==> src/rtl/rtnv_pkg.sv <==
`default_nettype none
package rtnv_pkg;

  localparam int PIX_W    = 8;
  localparam int ACC_W    = 26;
  localparam int FRAC_W   = 16;
  localparam int CFG_W    = 13;
  localparam int ADDR_W   = 24;
  localparam int COFF_W   = 23;
  localparam int S_DATA_W = 24;
  localparam int M_DATA_W = 72;

  localparam logic CFG_IDX_WIDTH  = 1'b0;
  localparam logic CFG_IDX_HEIGHT = 1'b1;

  typedef logic signed [ACC_W-1:0] acc_t;
  typedef logic [PIX_W-1:0] pix_t;

  localparam acc_t KY_R = ACC_W'(16843);
  localparam acc_t KY_G = ACC_W'(33030);
  localparam acc_t KY_B = ACC_W'(6423);
  localparam acc_t KU_R = ACC_W'(9699);
  localparam acc_t KU_G = ACC_W'(19071);
  localparam acc_t KU_B = ACC_W'(28770);
  localparam acc_t KV_R = ACC_W'(28770);
  localparam acc_t KV_G = ACC_W'(24117);
  localparam acc_t KV_B = ACC_W'(4653);
  localparam acc_t OFS_Y = ACC_W'(16 << FRAC_W);
  localparam acc_t OFS_C = ACC_W'(128 << FRAC_W);
  localparam pix_t PIX_MAX = 8'd255;

  localparam logic [COFF_W-1:0] COFF_STEP = COFF_W'(2);

  // tdata layout of a result item
  localparam int LUMA_LSB = 0;
  localparam int ADDR_LSB = 8;
  localparam int CB_LSB   = 32;
  localparam int CR_LSB   = 40;
  localparam int COFF_LSB = 48;
  localparam int PAD_LSB  = 71;

endpackage
`default_nettype wire

==> src/rtl/rtnv_csc.sv <==
`default_nettype none
module rtnv_csc (
  input  wire rtnv_pkg::pix_t red,
  input  wire rtnv_pkg::pix_t green,
  input  wire rtnv_pkg::pix_t blue,
  output rtnv_pkg::pix_t      luma,
  output rtnv_pkg::pix_t      cb,
  output rtnv_pkg::pix_t      cr
);
  import rtnv_pkg::*;

  function automatic pix_t clamp_q16(input acc_t acc);
    acc_t sh;
    sh = acc >>> FRAC_W;
    if (acc < 0) begin
      return '0;
    end else if (sh > acc_t'(PIX_MAX)) begin
      return PIX_MAX;
    end else begin
      return PIX_W'(sh);
    end
  endfunction

  acc_t r_s;
  acc_t g_s;
  acc_t b_s;
  acc_t acc_y;
  acc_t acc_u;
  acc_t acc_v;

  assign r_s = acc_t'(red);
  assign g_s = acc_t'(green);
  assign b_s = acc_t'(blue);

  assign acc_y = KY_R * r_s + KY_G * g_s + KY_B * b_s + OFS_Y;
  assign acc_u = KU_B * b_s - KU_R * r_s - KU_G * g_s + OFS_C;
  assign acc_v = KV_R * r_s - KV_G * g_s - KV_B * b_s + OFS_C;

  assign luma = clamp_q16(acc_y);
  assign cb   = clamp_q16(acc_u);
  assign cr   = clamp_q16(acc_v);

endmodule
`default_nettype wire

==> src/rtl/rgb_to_nv12_converter.sv <==
// RGB to NV12 converter (BT.601 studio range, 4:2:0 by top-left pick).
// Input channel s_*: one RGB pixel per item in raster order.
// Output channel m_*: one result item per pixel with the luma byte and its
//   plane address; m_tuser marks pixels at an even column of an even row,
//   which also carry U, V and the U byte offset in the interleaved chroma
//   plane (zero otherwise). m_tlast marks the last pixel of the frame.
// Config port: cfg_index 0 sets the line width, 1 the line count. A value of
//   0 acts as 1, a value above MAX_WIDTH / MAX_HEIGHT acts as that maximum.
//   Write only while no item is in flight.
// Throughput: one item per clock while m_tready is high. Pipeline: an input
//   stage holding the pixel and its position, then the result register after
//   the color matrix and the row by width address multiply.
// Reset: counters return to the first pixel of a frame, sizes to 1280 x 720,
//   both stages empty.
// Stall: while m_tready is low the result holds; s_tready stays high until
//   the input stage is also full.
`default_nettype none
module rgb_to_nv12_converter #(
  parameter int MAX_WIDTH  = 4096,
  parameter int MAX_HEIGHT = 4096
) (
  input  wire                                clk,
  input  wire                                rst,
  input  wire                                s_tvalid,
  output logic                               s_tready,
  // red[7:0], green[15:8], blue[23:16]
  input  wire  [rtnv_pkg::S_DATA_W-1:0]      s_tdata,
  output logic                               m_tvalid,
  input  wire                                m_tready,
  // luma[7:0], luma_address[31:8], chroma_u[39:32], chroma_v[47:40],
  // chroma_offset[70:48], zero[71]
  output logic [rtnv_pkg::M_DATA_W-1:0]      m_tdata,
  // chroma_valid[0]
  output logic                               m_tuser,
  output logic                               m_tlast,
  input  wire                                cfg_write,
  input  wire                                cfg_index,
  input  wire  [rtnv_pkg::CFG_W-1:0]         cfg_data
);
  import rtnv_pkg::*;

  localparam int CW    = $clog2(MAX_WIDTH);
  localparam int RW    = $clog2(MAX_HEIGHT);
  localparam int WW    = $clog2(MAX_WIDTH + 1);
  localparam int HW    = $clog2(MAX_HEIGHT + 1);
  localparam int WCMP  = WW + 1;
  localparam int HCMP  = HW + 1;
  localparam int PW    = RW + WW;
  localparam int W_RST = (1280 > MAX_WIDTH) ? MAX_WIDTH : 1280;
  localparam int H_RST = (720 > MAX_HEIGHT) ? MAX_HEIGHT : 720;

  logic [WW-1:0]     width_eff;
  logic [HW-1:0]     height_eff;
  logic [WW-1:0]     width_cfg;
  logic [HW-1:0]     height_cfg;

  logic [CW-1:0]     column_count;
  logic [RW-1:0]     row_count;
  logic [COFF_W-1:0] chroma_pair_offset;

  logic              in_accept;
  logic              out_ready;
  logic              cvalid;
  logic              line_end;
  logic              frame_end;

  logic              s1_valid;
  pix_t              s1_red;
  pix_t              s1_green;
  pix_t              s1_blue;
  logic [CW-1:0]     s1_col;
  logic [RW-1:0]     s1_row;
  logic [WW-1:0]     s1_width;
  logic              s1_cvalid;
  logic              s1_last;
  logic [COFF_W-1:0] s1_coff;

  pix_t              luma;
  pix_t              cb;
  pix_t              cr;
  logic [PW-1:0]     addr_prod;
  logic [ADDR_W-1:0] luma_address;

  assign width_cfg  = (cfg_data == '0) ? WW'(1) :
                      (32'(cfg_data) > 32'(MAX_WIDTH)) ? WW'(MAX_WIDTH) : WW'(cfg_data);
  assign height_cfg = (cfg_data == '0) ? HW'(1) :
                      (32'(cfg_data) > 32'(MAX_HEIGHT)) ? HW'(MAX_HEIGHT) : HW'(cfg_data);

  always_ff @(posedge clk) begin
    if (rst) begin
      width_eff  <= WW'(W_RST);
      height_eff <= HW'(H_RST);
    end else if (cfg_write) begin
      case (cfg_index)
        CFG_IDX_WIDTH:  width_eff  <= width_cfg;
        CFG_IDX_HEIGHT: height_eff <= height_cfg;
        default: ;
      endcase
    end
  end

  assign out_ready = !m_tvalid || m_tready;
  assign s_tready  = !s1_valid || out_ready;
  assign in_accept = s_tvalid && s_tready;

  assign cvalid    = !column_count[0] && !row_count[0];
  assign line_end  = (WCMP'(column_count) + WCMP'(1)) >= WCMP'(width_eff);
  assign frame_end = line_end && ((HCMP'(row_count) + HCMP'(1)) >= HCMP'(height_eff));

  // advance position counters
  always_ff @(posedge clk) begin
    if (rst) begin
      column_count       <= '0;
      row_count          <= '0;
      chroma_pair_offset <= '0;
    end else if (in_accept) begin
      if (frame_end) begin
        column_count       <= '0;
        row_count          <= '0;
        chroma_pair_offset <= '0;
      end else begin
        if (cvalid) begin
          chroma_pair_offset <= chroma_pair_offset + COFF_STEP;
        end
        if (line_end) begin
          column_count <= '0;
          row_count    <= row_count + RW'(1);
        end else begin
          column_count <= column_count + CW'(1);
        end
      end
    end
  end

  always_ff @(posedge clk) begin
    if (rst) begin
      s1_valid <= 1'b0;
    end else if (s_tready) begin
      s1_valid <= s_tvalid;
    end
  end

  always_ff @(posedge clk) begin
    if (in_accept) begin
      s1_red    <= s_tdata[7:0];
      s1_green  <= s_tdata[15:8];
      s1_blue   <= s_tdata[23:16];
      s1_col    <= column_count;
      s1_row    <= row_count;
      s1_width  <= width_eff;
      s1_cvalid <= cvalid;
      s1_last   <= frame_end;
      s1_coff   <= chroma_pair_offset;
    end
  end

  rtnv_csc u_csc (
    .red   (s1_red),
    .green (s1_green),
    .blue  (s1_blue),
    .luma  (luma),
    .cb    (cb),
    .cr    (cr)
  );

  assign addr_prod    = PW'(s1_row) * PW'(s1_width);
  assign luma_address = ADDR_W'(addr_prod + PW'(s1_col));

  always_ff @(posedge clk) begin
    if (rst) begin
      m_tvalid <= 1'b0;
    end else if (out_ready) begin
      m_tvalid <= s1_valid;
    end
  end

  always_ff @(posedge clk) begin
    if (out_ready && s1_valid) begin
      m_tdata[CB_LSB-1:LUMA_LSB]   <= {luma_address, luma};
      m_tdata[CR_LSB-1:CB_LSB]     <= s1_cvalid ? cb : '0;
      m_tdata[COFF_LSB-1:CR_LSB]   <= s1_cvalid ? cr : '0;
      m_tdata[PAD_LSB-1:COFF_LSB]  <= s1_cvalid ? s1_coff : '0;
      m_tdata[M_DATA_W-1:PAD_LSB]  <= '0;
      m_tuser                      <= s1_cvalid;
      m_tlast                      <= s1_last;
    end
  end

endmodule
`default_nettype wire

==> config.mk <==
export PLATFORM = sky130hd
export DESIGN_NAME = rgb_to_nv12_converter
export DESIGN_NICKNAME = d
export VERILOG_FILES = /design/src/rtl/rtnv_pkg.sv /design/src/rtl/rtnv_csc.sv /design/src/rtl/rgb_to_nv12_converter.sv
export SDC_FILE = /design/constraint.sdc
export NUM_CORES = 2
export LEC_CHECK = 0
export ABC_AREA = 1
export BUFFER_PORTS_ARGS = -buffer_cell sky130_fd_sc_hd__buf_2
export CORE_ASPECT_RATIO = 1.2
export CORE_UTILIZATION = 65
export DETAILED_ROUTE_END_ITERATION = 8
export PLACE_DENSITY_LB_ADDON = 0.3
export SYNTH_ARGS = -nofsm -noshare
export SYNTH_HDL_FRONTEND = slang
export SYNTH_SLANG_ARGS = --single-unit
export TNS_END_PERCENT = 50
==> constraint.sdc <==
create_clock -name clk -period 8.1 [get_ports clk]
set_input_delay 1.215 -clock clk [delete_from_list [all_inputs] [get_ports clk]]
set_output_delay 1.215 -clock clk [all_outputs]
set_load 0.02 [all_outputs]
# Word level (Yosys, flattened, before mapping)
# Cells that the tools add are included.
[op_classes]
n_addsub = 15
n_mul = 10
magnitude_cmp = 9
mux = 11
bitwise_logic = 2
reduce_logical = 19
[ops]
columns = ["op", "n"]
rows = [
  ["subtractor 26 bit", 4],
  ["multiplier 15 x 8 -> 23 bit, first input constant", 4],
  ["less-than comparator 26 x 1 -> 1 bit, second input constant", 3],
  ["multiplier 14 x 8 -> 22 bit, first input constant", 3],
  ["adder 26 x 25 -> 26 bit, second input constant", 2],
  ["adder 26 bit", 2],
  ["2-to-1 mux 12 bit", 4],
  ["2-to-1 mux 23 bit", 2],
  ["multiplier 13 x 8 -> 21 bit, first input constant", 2],
  ["greater-than comparator 10 x 9 -> 1 bit, second input constant", 3],
  ["adder 12 x 1 -> 13 bit, second input constant", 2],
  ["adder 26 x 22 -> 26 bit, second input constant", 1],
  [">= comparator 13 bit", 2],
  ["2-to-1 mux 13 bit", 2],
  ["adder 12 x 1 -> 12 bit, second input constant", 2],
  ["adder 24 x 12 -> 24 bit", 1],
  ["multiplier 12 x 13 -> 24 bit", 1],
  ["2-to-1 mux 8 bit", 3],
  ["adder 23 x 2 -> 23 bit, second input constant", 1],
  ["greater-than comparator 13 bit, second input constant", 1],
  ["zero test 13 bit", 1],
  ["AND reduction 2 bit", 4],
  ["logical AND 1 bit", 4],
  ["zero test 1 bit", 4],
  ["other kinds (4)", 8],
]
[word_totals]
reg_bits = 234
inputBits = 43
output_inout_bits = 76

# Logic depth before layout (Yosys ltp)
[depth]
ltp_word = 6
depth_mapped = 35
mapped_depth_nobuf = 35

# Cells and area by module
# Synthesis repeated with hierarchy kept, for this count alone.
[hier_totals]
hier_cells = 4551
hier_area_um2 = 36673.9
[by_module_without_submodules]
columns = ["module", "instances", "cells_each", "area_each_um2"]
rows = [
  ["rtnv_csc", 1, 2858, 21267.9],
  ["rgb_to_nv12_converter", 1, 1693, 15406.0],
]

# Worst setup path after synthesis
# OpenSTA, ideal clock, no wires.
[synth_timing]
path_kind = "reg2reg"
startpoint = "register s1_red[6]"
endpoint = "register m_tdata[0] in the netlist's numbering, data pin"
arrival_ps = 5825
slack_ps = 2026
path_stages_with_launch = 33
synth_period_minus_slack_ps = 6074
cell_sequence = "edfxtp_1 -> inv_1 -> ha_1 -> inv_1 -> fa_1 -> inv_1 -> fa_1 -> fa_1 -> inv_1 -> ha_1 -> nand2_1 -> inv_1 -> nand2_1 -> nand2_1 -> nand2_1 -> nand2_1 -> nand3_1 -> nand2_1 -> xor2_1 -> fa_1 -> fa_1 -> ha_1 -> nand2_1 -> nor2_1 -> nand2_1 -> nor3_2 -> nand2_1 -> nand3_1 -> nand2_1 -> o21ai_2 -> inv_1 -> nand2_1 -> inv_1"
[synth_between]
elab_chain_cells = 6
elab_cells_between_ends = 7
[synth_lines]
columns = ["element", "line_no", "rtl"]
rows = [
  ["from (decl)", "rgb_to_nv12_converter.sv:68", "pix_t s1_red;"],
  ["from (signal assigned)", "rgb_to_nv12_converter.sv:145", "s1_red <= s_tdata[7:0];"],
  ["multiplier 15 x 8 -> 23 bit (*)", "rtnv_csc.sv:35", "assign acc_y = KY_R * r_s + KY_G * g_s + KY_B * b_s + OFS_Y;"],
  ["adder 26 bit (*) (2 in a row)", "rtnv_csc.sv:35", ""],
  ["adder 26 x 22 -> 26 bit (*)", "rtnv_csc.sv:35", ""],
  ["parallel branches: the longest is 2 deep, another holds less-than comparator 26 x 1 -> 1 bit", "n/a", ""],
  ["to (signal, indexed assignment)", "rgb_to_nv12_converter.sv:179", "m_tdata[CB_LSB-1:LUMA_LSB] <= {luma_address, luma};"],
  ["to (signal, indexed assignment)", "rgb_to_nv12_converter.sv:180", "m_tdata[CR_LSB-1:CB_LSB] <= s1_cvalid ? cb : '0;"],
  ["to (signal, indexed assignment)", "rgb_to_nv12_converter.sv:181", "m_tdata[COFF_LSB-1:CR_LSB] <= s1_cvalid ? cr : '0;"],
  ["to (decl)", "rgb_to_nv12_converter.sv:32", "output logic [rtnv_pkg::M_DATA_W-1:0] m_tdata,"],
]
# Every way passes the cells marked *.
# A chain may end at the register's enable or synchronous reset.

# Worst setup path after layout
[layout_timing]
startpoint = "register s1_red[6]"
endpoint = "register m_tdata[2] in the netlist's numbering, data pin"
# The elaborated chain is that of the path after synthesis.

==> metrics.md <==
| Metric | Value |
|---|---|
| Status | `complete, no violations` |
| Top cell by count, worst path | `nand2_1` |
| Worst reg2reg path depth | `29` |
| Remaining DRCs | `0` |
| Most common cell in the synthesized netlist | `inv_1` |
| Post-Syn Area | `~0.035 mm^2` |
| Worst path required time | `8.42 ns` |
| Kind of end point of the critical path | `flip-flop` |
| #FFs+latches synth | `roughly 230` |
| Largest net degree at the start of global routing | `70` |
| Buffer depth of the longest clock path | `3` |
| Mean Syn Cell Area | `between 8 and 9 um^2` |
| Antenna diode count | `0` |
| Crit Reg-Reg Startpoint | `s1_red[6]` |
| Reg clk slew, reported paths | `0.06 ns` |
| Io pins | `around 120` |
| Post-CTS setup buffers | `0` |
| CTS tree | `done` |
| Clk_skew | `0.0159 ns` |
| Die Ht | `between 200 and 300 um` |
| Final min period | `6.90 ns` |
| Worst-path fanout max | `10` |
| Hold Path Origin | `s1_last` |
| Initial DRC Count | `about 1800` |
| CTS Buf Count | `25` |
| Startpoint types | `flip-flop` |
| Clk sinks | `231` |
| DR WL/cell | `roughly 18 um` |
| Largest area contributor in the netlist | `ha_1` |
| Die Span X | `between 200 and 250 um` |
| Seq/Total Area, Yosys | `between 15 and 20%` |
| Final worst-path cycle share | `a little under nine tenths` |
| Final Hold Viols | `0` |
| Row Count | `92` |
| Top post-synthesis cells by area | `ha_1 (22%), fa_1 (18%), edfxtp_1 (14%)` |
| Gr usage total | `34.8%` |
| MaxCap Viol Count | `0` |
| Setup TNS | `0 ns` |
| Yosys top cell area share | `21.9%` |
| HP Class | `flip-flop to flip-flop` |
| Library cells used by synthesis | `54` |
| DRT Pass-1 Iters | `5` |
| Routed WL | `92.8 mm` |
| Synth Flop Type | `edfxtp_1` |
| Antenna violations before repair | `0` |
| Post-Syn Instances | `between 4000 and 5000` |
| Largest stage delay on the critical path | `about 0.7 ns` |
| Post-CTS sizing | `0` |
| CORE AREA | `0.0527 mm^2` |
| Syn. warnings | `0` |
| Arrival time worst endpoint | `a little over 7 ns` |
| Synth cell count leaders | `inv_1 (888), nand2_1 (839), ha_1 (609)` |
| Slew at the pin closest to its max-slew limit | `slightly above 1 ns` |
| WHS Path Cells | `0` |
| RSZ-0062 raised after global routing | `false` |
| Port Buffer Count | `between 100 and 150` |
| DRT antenna net count | `0` |
| Later-pin clock latency in the skew report | `roughly 0.60 ns` |
| Die area | `0.0545 mm^2` |
| Fin util | `a little over two thirds` |
| R2R setup slack | `1.20 ns` |
| Critical path type | `flip-flop to flip-flop` |
| Initial Utilization | `around 66%` |
| CTS root buf | `clkbuf_16` |
| Share of layout cells above drive strength 1 | `approximately 5.5%` |
| Syn-to-layout area delta | `6.17%` |
| Asr flop ratio synth | `0%` |
| Detail Placement HPWL | `about 80 mm` |
| Slowest CP cell | `edfxtp_1` |
| Crit Reg-Reg Endpoint | `m_tdata[2]` |
| H-tree Lvls | `1` |
| Placer Congestion | `between 1 and 1.5` |
| DR vias/cell | `5.63` |
| Post-CTS Hold Fix Bufs | `0` |
| Wire length of the first global-routing pass | `149 mm` |
| GRT Residual Overflow | `0` |
| Final Max Tran Viols | `0` |
| Final net count | `5366` |
| Post-synth EDFFs | `157` |
| Number of global-route vias before repair | `just under 30000` |
| F_max | `145 MHz` |
| Hold EP | `m_tlast` |
| Final setup viols | `0` |
| Rel. slew slack | `31.9%` |
| Via count | `28807` |
==> worst max-delay path: cells and delay by family (launching register included) <==
family	cells	cell delay, ns
fa+ha+maj	8	3.28
simple gates	10	1.24
buf+inv	7	0.73
flops	1	0.69
compound gates	3	0.49
xor+xnor	1	0.19
==> worst max-delay path by stage <==
stage                     slack (ns)    endpoint  cells after the start      start
after floorplan                 2.03  m_tdata[0]                     32  s1_red[6]
after CTS                       1.25  m_tdata[2]                     29  s1_red[6]
after detailed placement        1.27  m_tdata[2]                     29  s1_red[6]
after global routing            0.63  m_tdata[0]                     32  s1_red[6]
final                           1.20  m_tdata[2]                     29  s1_red[6]
after global placement          1.35  m_tdata[2]                     29  s1_red[6]
==> cell families (layout without fill, tap and decap cells) <==
kind of cell,count (synthesis),in the layout,synth area share [%]
xor gates and xnor gates,200,200,5.06
AOI/OAI and AO/OA,540,540,8.73
other,1,2,0.0108
adders and majority gates,928,928,40.3
DFF,231,231,17.8
buffers and inverters,955,1069,10.5
and+or+nand+nor,1444,1444,17.6
==> sequential cells by signal (all words and copies together), names as in the netlist, 13 cells and up <==
name / flops
height_eff: 13
width_eff: 13
s1_width: 13
chroma_pair_offset: 22
m_tdata: 70
s1_coff: 22
==> per-stage QoR <==
| step | setup slack [ns] | cell area [um^2] | hold WS (ns) | instances |
|---|---|---|---|---|
| 3_3_place_gp | 1.35 | 36100 | 0.409 | 5073 |
| 2_1_floorplan | 2.03 | 34800 | 0.400 | 4300 |
| 6_report | 1.20 | 36900 | 0.424 | 5119 |
| 5_1_grt | 0.625 | 36900 | 0.441 | 5119 |
| 4_1_cts | 1.25 | 36900 | 0.424 | 5119 |
| 3_5_place_dp | 1.27 | 36100 | 0.413 | 5073 |
==> cell usage in the layout (no fill, tap or decap), types with 10 or more instances in the layout <==
master	count
buf_2	116
nor3_1	36
nand2_2	11
clkbuf_16	27
o21ai_0	119
a21o_1	30
nor2_1	246
dfxtp_1	74
nand3_1	185
xor2_1	132
fa_1	319
a211oi_1	10
edfxtp_1	157
nand4_1	65
a21oi_1	288
nand3b_1	12
ha_1	609
o21ai_2	10
o21bai_1	28
nor2_2	13
inv_1	888
xnor2_1	67
nand2_1	839
==> cell type report <==
| cell class | count | area [um^2] |
|---|---|---|
| Inverter | 898 | 3370 |
| Sequential cell | 231 | 6200 |
| Clock buffer | 35 | 746 |
| Tap cell | 705 | 882 |
| Multi-Input combinational cell | 3114 | 25000 |
| Fill cell | 4440 | 15800 |
| Timing Repair Buffer | 125 | 648 |
| Clock inverter | 11 | 135 |
==> per-layer routing <==
| layer | vias to the layer above | part of all wire [%] | routed length [um] | global-route usage [%] |
|---|---|---|---|---|
| met2 | 960 | 48 | 44600 | 59.5 |
| met4 | 0 | 4.6 | 4270 | 14.6 |
| li1 | 13996 | - | - | - |
| met5 | - | 0 | 0 | 0 |
| met3 | 245 | 6.0 | 5550 | 4.71 |
| met1 | 13606 | 41 | 38400 | 43.8 |
Power is not shown: default switching activity piles up to over one toggle a cycle in this logic, so the estimate is an artifact.
